**src/rtl/core/sss_pkg.sv**
```systemverilog
// Package for the sync step sequencer: transaction payload types,
// operation, result-kind and register-index codes. No dependencies.

package sss_pkg;

  localparam int OP_W     = 2;
  localparam int ID_W     = 32;
  localparam int STEP_W   = 6;
  localparam int SLOT_W   = 4;
  localparam int KIND_W   = 2;
  localparam int CFG_IDX_W = 2;
  localparam int CFG_DATA_W = 32;
  localparam int STEP_CNT_W = 7;
  localparam int EVENT_CNT_W = 5;

  typedef enum logic [OP_W-1:0] {
    OP_EVENT      = 2'd0,
    OP_FRAME_END  = 2'd1,
    OP_TRIG_WRITE = 2'd2,
    OP_SCENE      = 2'd3
  } op_t;

  typedef enum logic [KIND_W-1:0] {
    KIND_STEP   = 2'd0,
    KIND_FIRE   = 2'd1,
    KIND_REJECT = 2'd2
  } kind_t;

  typedef enum logic [CFG_IDX_W-1:0] {
    CFG_STEP_COUNT    = 2'd0,
    CFG_EVENT_COUNT   = 2'd1,
    CFG_SYNC_SENDER   = 2'd2,
    CFG_SYNC_FUNCTION = 2'd3
  } cfg_idx_t;

  typedef struct packed {
    op_t               op;
    logic [ID_W-1:0]   src_id;
    logic [ID_W-1:0]   src_func;
    logic [STEP_W-1:0] step_index;
    logic [SLOT_W-1:0] event_index;
    logic              trigger_value;
  } in_item_t;

  typedef struct packed {
    kind_t             kind;
    logic [STEP_W-1:0] step;
    logic [SLOT_W-1:0] slot;
    logic              last;
  } out_item_t;

endpackage

```
**src/rtl/core/sss_grid_mem.sv**
```systemverilog
// Trigger grid memory: one row per step, one write and one registered read
// port, per-row valid bits so that unwritten rows read as zero. No package.

module sss_grid_mem #(
  parameter int DEPTH = 64,
  parameter int WIDTH = 16,
  localparam int AW = (DEPTH > 1) ? $clog2(DEPTH) : 1
) (
  input  logic             clk,
  input  logic             rst_n,
  input  logic             rd_en,
  input  logic [AW-1:0]    rd_addr,
  output logic [WIDTH-1:0] rd_data,
  input  logic             wr_en,
  input  logic [AW-1:0]    wr_addr,
  input  logic [WIDTH-1:0] wr_data
);

  logic [WIDTH-1:0] mem_r [DEPTH];
  logic [DEPTH-1:0] row_vld_r;
  logic [WIDTH-1:0] rd_raw_r;
  logic             rd_vld_r;

  always_ff @(posedge clk) begin
    if (!rst_n) begin
      row_vld_r <= '0;
    end else if (wr_en) begin
      row_vld_r[wr_addr] <= 1'b1;
    end
  end

  always_ff @(posedge clk) begin
    if (wr_en) begin
      mem_r[wr_addr] <= wr_data;
    end
  end

  always_ff @(posedge clk) begin
    if (rd_en) begin
      rd_raw_r <= mem_r[rd_addr];
      rd_vld_r <= row_vld_r[rd_addr];
    end
  end

  assign rd_data = rd_vld_r ? rd_raw_r : '0;

endmodule

```
**src/rtl/core/sss_slot_scan.sv**
```systemverilog
// Slot scanner: finds the lowest set slot of a row and returns the row with
// that slot cleared. No package.

module sss_slot_scan #(
  parameter int WIDTH = 16,
  localparam int IW = (WIDTH > 1) ? $clog2(WIDTH) : 1
) (
  input  logic [WIDTH-1:0] row,
  output logic [IW-1:0]    slot,
  output logic [WIDTH-1:0] rest
);

  always_comb begin
    slot = '0;
    for (int i = WIDTH - 1; i >= 0; i--) begin
      if (row[i]) begin
        slot = IW'(i);
      end
    end
    rest = row & ~(WIDTH'(1) << slot);
  end

endmodule

```
**src/rtl/core/sync_step_sequencer.sv**
```systemverilog
// Sync step sequencer top level: config registers, step state, sequencer,
// output register. Uses sss_pkg, sss_grid_mem and sss_slot_scan.
//
//   channel | signals                           | direction
//   --------+-----------------------------------+----------
//   in      | in_valid, in_ready, in_data       | input transactions
//   out     | out_valid, out_ready, out_data    | result transactions
//   cfg     | cfg_wr_en, cfg_index, cfg_wdata   | register writes
//
// Observed event, scene activation, unmatched frame end: handled in idle.
// Trigger write: a read-modify-write of one grid row in memory.
// Rejected write: a reject result. Frame end with advance: a step result,
// then one result per fired slot per cycle unless stalled (shared scanner).
// Stalls on out_ready hold the sequencer; in_ready is high only when idle.
// Reset is synchronous; grid rows read as zero until written.

module sync_step_sequencer
  import sss_pkg::*;
#(
  parameter int MAX_STEPS  = 64,
  parameter int MAX_EVENTS = 16
) (
  input  logic                  clk,
  input  logic                  rst_n,
  input  logic                  in_valid,
  output logic                  in_ready,
  input  in_item_t              in_data,
  output logic                  out_valid,
  input  logic                  out_ready,
  output out_item_t             out_data,
  input  logic                  cfg_wr_en,
  input  logic [CFG_IDX_W-1:0]  cfg_index,
  input  logic [CFG_DATA_W-1:0] cfg_wdata
);

  localparam int SW  = (MAX_STEPS > 1) ? $clog2(MAX_STEPS) : 1;
  localparam int EW  = (MAX_EVENTS > 1) ? $clog2(MAX_EVENTS) : 1;
  localparam int SCW = $clog2(MAX_STEPS + 1);
  localparam int ECW = $clog2(MAX_EVENTS + 1);

  typedef enum logic [4:0] {
    ST_IDLE   = 5'b00001,
    ST_REPORT = 5'b00010,
    ST_FIRE   = 5'b00100,
    ST_REJECT = 5'b01000,
    ST_WRITE  = 5'b10000
  } state_t;

  state_t                  state_r, state_nxt;
  logic [STEP_CNT_W-1:0]   step_count_r;
  logic [EVENT_CNT_W-1:0]  event_count_r;
  logic [ID_W-1:0]         sync_sender_r;
  logic [ID_W-1:0]         sync_function_r;
  logic [SW-1:0]           cur_step_r, cur_step_nxt;
  logic                    sync_seen_r, sync_seen_nxt;
  logic [MAX_EVENTS-1:0]   row_r, row_nxt;
  logic [SW-1:0]           wr_addr_r, wr_addr_nxt;
  logic [EW-1:0]           wr_bit_r, wr_bit_nxt;
  logic                    wr_val_r, wr_val_nxt;
  logic                    out_valid_r, out_valid_nxt;
  out_item_t               out_data_r, out_data_nxt;

  logic [SCW-1:0]          eff_steps;
  logic [ECW-1:0]          eff_events;
  logic [MAX_EVENTS-1:0]   ev_mask;
  logic [SW-1:0]           step_adv;
  logic                    in_fire;
  logic                    out_free;
  logic                    emit;
  logic                    wr_ok;
  logic                    mem_rd_en;
  logic [SW-1:0]           mem_rd_addr;
  logic [MAX_EVENTS-1:0]   mem_rd_data;
  logic                    mem_wr_en;
  logic [MAX_EVENTS-1:0]   mem_wr_data;
  logic [MAX_EVENTS-1:0]   row_masked;
  logic [EW-1:0]           scan_slot;
  logic [MAX_EVENTS-1:0]   scan_rest;

  sss_grid_mem #(
    .DEPTH (MAX_STEPS),
    .WIDTH (MAX_EVENTS)
  ) u_grid (
    .clk     (clk),
    .rst_n   (rst_n),
    .rd_en   (mem_rd_en),
    .rd_addr (mem_rd_addr),
    .rd_data (mem_rd_data),
    .wr_en   (mem_wr_en),
    .wr_addr (wr_addr_r),
    .wr_data (mem_wr_data)
  );

  sss_slot_scan #(
    .WIDTH (MAX_EVENTS)
  ) u_scan (
    .row  (row_r),
    .slot (scan_slot),
    .rest (scan_rest)
  );

  always_ff @(posedge clk) begin
    if (!rst_n) begin
      step_count_r    <= STEP_CNT_W'(1);
      event_count_r   <= '0;
      sync_sender_r   <= '0;
      sync_function_r <= '0;
    end else if (cfg_wr_en) begin
      case (cfg_index)
        CFG_STEP_COUNT:    step_count_r    <= cfg_wdata[STEP_CNT_W-1:0];
        CFG_EVENT_COUNT:   event_count_r   <= cfg_wdata[EVENT_CNT_W-1:0];
        CFG_SYNC_SENDER:   sync_sender_r   <= cfg_wdata[ID_W-1:0];
        CFG_SYNC_FUNCTION: sync_function_r <= cfg_wdata[ID_W-1:0];
        default: ;
      endcase
    end
  end

  always_comb begin
    if (int'(step_count_r) >= MAX_STEPS) begin
      eff_steps = SCW'(MAX_STEPS);
    end else if (step_count_r == '0) begin
      eff_steps = SCW'(1);
    end else begin
      eff_steps = SCW'(step_count_r);
    end
    if (int'(event_count_r) >= MAX_EVENTS) begin
      eff_events = ECW'(MAX_EVENTS);
    end else begin
      eff_events = ECW'(event_count_r);
    end
    for (int i = 0; i < MAX_EVENTS; i++) begin
      ev_mask[i] = (i < int'(eff_events));
    end
    if (int'(cur_step_r) + 1 >= int'(eff_steps)) begin
      step_adv = '0;
    end else begin
      step_adv = SW'(int'(cur_step_r) + 1);
    end
  end

  assign in_ready   = (state_r == ST_IDLE);
  assign in_fire    = in_valid && in_ready;
  assign out_free   = !out_valid_r || out_ready;
  assign wr_ok      = (int'(in_data.step_index) < int'(eff_steps)) &&
                      (int'(in_data.event_index) < int'(eff_events));
  assign row_masked = mem_rd_data & ev_mask;

  always_comb begin
    mem_wr_data = mem_rd_data;
    mem_wr_data[wr_bit_r] = wr_val_r;
  end

  always_comb begin
    state_nxt     = state_r;
    cur_step_nxt  = cur_step_r;
    sync_seen_nxt = sync_seen_r;
    row_nxt       = row_r;
    wr_addr_nxt   = wr_addr_r;
    wr_bit_nxt    = wr_bit_r;
    wr_val_nxt    = wr_val_r;
    mem_rd_en     = 1'b0;
    mem_rd_addr   = step_adv;
    mem_wr_en     = 1'b0;
    emit          = 1'b0;
    out_data_nxt  = out_data_r;
    case (state_r)
      ST_IDLE: begin
        if (in_fire) begin
          case (in_data.op)
            OP_EVENT: begin
              if (in_data.src_id == sync_sender_r &&
                  in_data.src_func == sync_function_r) begin
                sync_seen_nxt = 1'b1;
              end
            end
            OP_FRAME_END: begin
              if (sync_seen_r) begin
                sync_seen_nxt = 1'b0;
                cur_step_nxt  = step_adv;
                mem_rd_en     = 1'b1;
                state_nxt     = ST_REPORT;
              end
            end
            OP_TRIG_WRITE: begin
              if (wr_ok) begin
                wr_addr_nxt = SW'(in_data.step_index);
                wr_bit_nxt  = EW'(in_data.event_index);
                wr_val_nxt  = in_data.trigger_value;
                mem_rd_addr = SW'(in_data.step_index);
                mem_rd_en   = 1'b1;
                state_nxt   = ST_WRITE;
              end else begin
                state_nxt = ST_REJECT;
              end
            end
            OP_SCENE: cur_step_nxt = '0;
            default: ;
          endcase
        end
      end
      ST_REPORT: begin
        if (out_free) begin
          emit         = 1'b1;
          out_data_nxt = '{kind: KIND_STEP, step: STEP_W'(cur_step_r), slot: '0,
                           last: (row_masked == '0)};
          row_nxt      = row_masked;
          state_nxt    = (row_masked == '0) ? ST_IDLE : ST_FIRE;
        end
      end
      ST_FIRE: begin
        if (out_free) begin
          emit         = 1'b1;
          out_data_nxt = '{kind: KIND_FIRE, step: STEP_W'(cur_step_r),
                           slot: SLOT_W'(scan_slot), last: (scan_rest == '0)};
          row_nxt      = scan_rest;
          if (scan_rest == '0) begin
            state_nxt = ST_IDLE;
          end
        end
      end
      ST_REJECT: begin
        if (out_free) begin
          emit         = 1'b1;
          out_data_nxt = '{kind: KIND_REJECT, step: STEP_W'(cur_step_r), slot: '0,
                           last: 1'b1};
          state_nxt    = ST_IDLE;
        end
      end
      ST_WRITE: begin
        mem_wr_en = 1'b1;
        state_nxt = ST_IDLE;
      end
      default: state_nxt = ST_IDLE;
    endcase
    if (emit) begin
      out_valid_nxt = 1'b1;
    end else if (out_ready) begin
      out_valid_nxt = 1'b0;
    end else begin
      out_valid_nxt = out_valid_r;
    end
  end

  always_ff @(posedge clk) begin
    if (!rst_n) begin
      state_r     <= ST_IDLE;
      cur_step_r  <= '0;
      sync_seen_r <= 1'b0;
      out_valid_r <= 1'b0;
    end else begin
      state_r     <= state_nxt;
      cur_step_r  <= cur_step_nxt;
      sync_seen_r <= sync_seen_nxt;
      out_valid_r <= out_valid_nxt;
    end
  end

  always_ff @(posedge clk) begin
    row_r      <= row_nxt;
    wr_addr_r  <= wr_addr_nxt;
    wr_bit_r   <= wr_bit_nxt;
    wr_val_r   <= wr_val_nxt;
    out_data_r <= out_data_nxt;
  end

  assign out_valid = out_valid_r;
  assign out_data  = out_data_r;

`ifndef SYNTHESIS
  a_advance_reports: assert property (@(posedge clk) disable iff (!rst_n)
    (in_fire && in_data.op == OP_FRAME_END && sync_seen_r) |=> (state_r == ST_REPORT))
    else $error("frame end with armed sync did not start a report");

  a_fire_has_work: assert property (@(posedge clk) disable iff (!rst_n)
    (state_r == ST_FIRE) |-> (row_r != '0))
    else $error("fire phase entered with an empty row");

  a_last_ends_item: assert property (@(posedge clk) disable iff (!rst_n)
    (emit && out_data_nxt.last) |=> (state_r == ST_IDLE && out_valid_r))
    else $error("last result did not return the sequencer to idle");

  a_step_in_range: assert property (@(posedge clk) disable iff (!rst_n)
    (state_r == ST_REPORT) |-> (int'(cur_step_r) < int'(eff_steps)))
    else $error("advanced step outside the effective step count");
`endif

endmodule
```
**config.mk**
```make
export PLATFORM = sky130hd
export DESIGN_NAME = sync_step_sequencer
export DESIGN_NICKNAME = d
export VERILOG_FILES = /design/src/rtl/core/sss_pkg.sv /design/src/rtl/core/sss_grid_mem.sv /design/src/rtl/core/sss_slot_scan.sv /design/src/rtl/core/sync_step_sequencer.sv
export SDC_FILE = /design/constraint.sdc
export NUM_CORES = 2
export LEC_CHECK = 0
export BUFFER_PORTS_ARGS = -buffer_cell sky130_fd_sc_hd__buf_4
export CAP_MARGIN = 25
export CELL_PAD_IN_SITES_DETAIL_PLACEMENT = 0
export CELL_PAD_IN_SITES_GLOBAL_PLACEMENT = 2
export CORE_UTILIZATION = 40
export DETAILED_ROUTE_END_ITERATION = 10
export PLACE_DENSITY = 0.8
export RECOVER_POWER = 25
export SYNTH_ARGS = -nofsm -noshare
export SYNTH_HDL_FRONTEND = slang
export SYNTH_SLANG_ARGS = --single-unit
```
**constraint.sdc**
```tcl
create_clock -name clk -period 7 [get_ports clk]
set_input_delay 0 -clock clk [delete_from_list [all_inputs] [get_ports clk]]
set_output_delay 0 -clock clk [all_outputs]
set_load 0.01 [all_outputs]
```
==> results.py <==
metrics = {
    "layout": {
        "area_growth_pct": 16.0,
        "drive_gt1_share_pct": 11.7,
        "mostFrequentLayoutCells": "edfxtp_1, nand2_1, mux2i_1, buf_4, nand3_1",
        "final.fill_count": 10935,
        "final_common_cell": "edfxtp_1",
        "nets": 4115,
        "finalNonFillerCells": 5713,
    },
    "run": {
        "drv_cap": 10,
    },
    "floorplanning": {
        "die_h_um": 357,
        "fp.dieW_um": 357,
        "num_rows": 129,
        "core_um2": 124000,
        "die-area_um2": 127000,
        "initial_core_util_pct": 40.5,
        "io_pins": 131,
    },
    "synth": {
        "synth_flop_cell": "edfxtp_1",
        "syn-num-nets": 3884,
        "synth_xor_area_share_pct": 1.18,
        "yosysWarnings": 0,
        "synthArstFlopShare_pct": 0,
        "synth-seq-cells": 1234,
        "synth.mux.area_fraction_pct": 4.73,
        "syn_area_um2": 50400,
        "synth_adder_area_share_pct": 0.497,
        "synth_area_per_cell_um2": 13.4,
        "synth_compound_area_share_pct": 8.47,
        "synth_edf_count": 1081,
        "syn-instance-count": 3748,
        "yosysUniqueCellTypes": 80,
        "yosysSeqAreaShare_pct": 70.5,
        "yosys.area_share.simple_pct": 12.5,
        "synth_top_family_by_area": "simple AND/OR/NAND/NOR gates",
    },
    "global_routing": {
        "grt-ovfl-total": 0,
        "grt_pass1_wl_um": 202000,
        "grt_start_max_net_pins": 136,
        "grt_use_total_pct": 21.3,
        "antenna_found_initial": 1,
        "grt_pass1_vias": 30296,
    },
    "setup_path": {
        "rr_startpoint": "cur_step_r[0]$_SDFFE_PN0P_",
        "critPathArrivalTime_ps": 6450,
        "startpoint": "cur_step_r[0]$_SDFFE_PN0P_",
        "crit_type": "reg2reg",
        "end_kind": "flop",
        "cp-start-kind": "flop",
        "required_ps": 7450,
        "cp_max_fo": 58,
    },
    "timing": {
        "max_freq_ghz": 0.167,
        "finalHoldViolCount": 0,
        "min_period_ps": 6000,
        "tightest_slew_ps": 3880,
        "hold_ws_ps": 103,
        "setup_viol": 0,
        "fin_tns_setup_ps": 0,
        "skew_ps": 20.7,
        "finalMaxSlewViolations": 645,
        "slew_headroom_pct": -158,
        "post-route-period-util_pct": 85.7,
        "rsz0062_at_grt": "no",
    },
    "power": {
        "ir_drop_v": 0.000227,
        "powerDensity_nw_per_um2": 271,
        "p_leak_nw": 19.6,
    },
    "drt": {
        "routed_wl_um": 137000,
        "wl_per_cell_um": 24.1,
        "drtIter0Drc": 3200,
        "vias": 31846,
        "avgViaCountPerCell": 5.57,
        "drt_pass1_iterations": 8,
        "ant_nets": 0,
        "remaining_drc_errors": 0,
    },
    "placed_design": {
        "dpl.hpwl_um": 82300,
        "io_buffers": 130,
        "dpl.cell_count": 5418,
        "gp_congestion": 0.818,
    },
    "cts": {
        "htree_levels": 4,
        "numClockSinks": 1234,
        "cts_buffers": 130,
        "cts_tree": "built",
        "clk_pin_slew_ps": 60,
        "clockBufferDepth": 3,
        "cts-root-buf": "clkbuf_16",
        "ctsResizeCount": 0,
        "clk_latency_ps": 730,
    },
    "run_status": {
        "violations": "capacitance limit, slew limit",
        "run_status": "finished with violations",
    },
    "hold_path": {
        "worstHoldPathType": "in2reg",
        "hold_start": "cfg_wdata[9]",
    },
}
repair_timing:
action,in CTS,in global routing
buffers inserted,0,0
endpoints found under the hold margin,131,0
hold buffers,62,0
critical path, stage by stage (launching register included):
cell and delay [ps]:
dfxtp_1 540, and3_1 220, nand3_1 90, xor2_1 340, inv_1 120, ha_1 330
a21o_1 190, a21oi_1 200, o21ai_0 390, a211o_1 480, nand2_8 410, buf_12 310
buf_4 360, mux2i_1 220, a222oi_1 110, and3_1 280, nor4_1 680, buf_4 280
nand4_1 100
per-layer routing:
layer / global-route usage, % / part of all wire (%) / vias up
li1: - / - / 14620
met1: 30.7 / 45 / 15937
met2: 33.7 / 46 / 1123
met3: 3.24 / 6.9 / 166
met4: 5.59 / 2.2 / 0
met5: 0 / 0 / -
flip-flops by register name, indices dropped and copies added, names as in the netlist:
name,flops
sync_function_r,32
sync_seen_r,1
cur_step_r,6
out_data,13
step_count_r,7
u_grid.rd_vld_r,1
row_r,16
event_count_r,5
sync_sender_r,32
state_r,5
u_grid.rd_raw_r,16
u_grid.row_vld_r,64
u_grid.mem_r,1024
wr_bit_r,4
wr_val_r,1
out_valid,1
wr_addr_r,6
cell type report:
class	count	area (um2)	area share (%)
clock buffers	189	3760	6.43
inverters	21	78.8	0.135
multi-input cells	2267	14100	24.1
clock inverters	37	262	0.447
flip-flops and latches	1234	35500	60.8
well taps	1637	2050	3.50
repair buffers	325	2690	4.61
diodes	3	7.51	0.0128
report_power, final:
group	internal, mW	total, mW	switching (mW)
sequential	7.96	8.00	0.0376
clock	3.82	6.57	2.75
combinational	0.449	1.30	0.853
synth_stat cells (41+ instances only):
library cell	number	area share, %
buf_2	66	0.66
a211oi_1	69	1.0
and3_1	109	1.4
xor2_1	66	1.1
mux2i_1	218	4.3
nor4_1	41	0.51
dfxtp_1	153	6.1
nand3_1	181	1.8
nand4_1	75	0.93
a21boi_0	66	0.98
edfxtp_1	1081	64
a31oi_1	54	0.67
clkbuf_1	126	0.94
o21a_1	85	1.3
nor2_1	111	0.83
nand2_1	744	5.5
o21ai_0	56	0.56
kinds of logic after synthesis:
| family | Yosys count |
|---|---|
| xor gates and xnor gates | 68 |
| muxes | 236 |
| AOI/OAI and AO/OA | 569 |
| DFF | 1234 |
| buffers and inverters | 247 |
| adders and majority gates | 20 |
| and+or+nand+nor | 1374 |
through the flow:
stage	total power [mW]	cell area [um2]	util [%]	setup WS, ps
finish	15.9	58500	47.0	1000
global route	16.4	58500	47.0	387
CTS	16.0	58600	47.2	1120
detailed placement	9.43	54000	43.4	1120
global placement	9.43	53700	43.2	1170
floorplan	8.95	50400	-	1860
worst paths after layout:
check                                            to  slack (ps)  cells after the start
setup / recovery       u_grid.rd_raw_r[5]$_DFFE_PP_        1000                     18
hold / removal      sync_function_r[9]$_SDFFE_PN0P_         100                      4
setup reg to reg       u_grid.rd_raw_r[5]$_DFFE_PP_        1000                     18
hold reg to reg   u_grid.row_vld_r[62]$_SDFFE_PN0P_         460                      1
No activity file was read; power rests on OpenSTA's default activity.
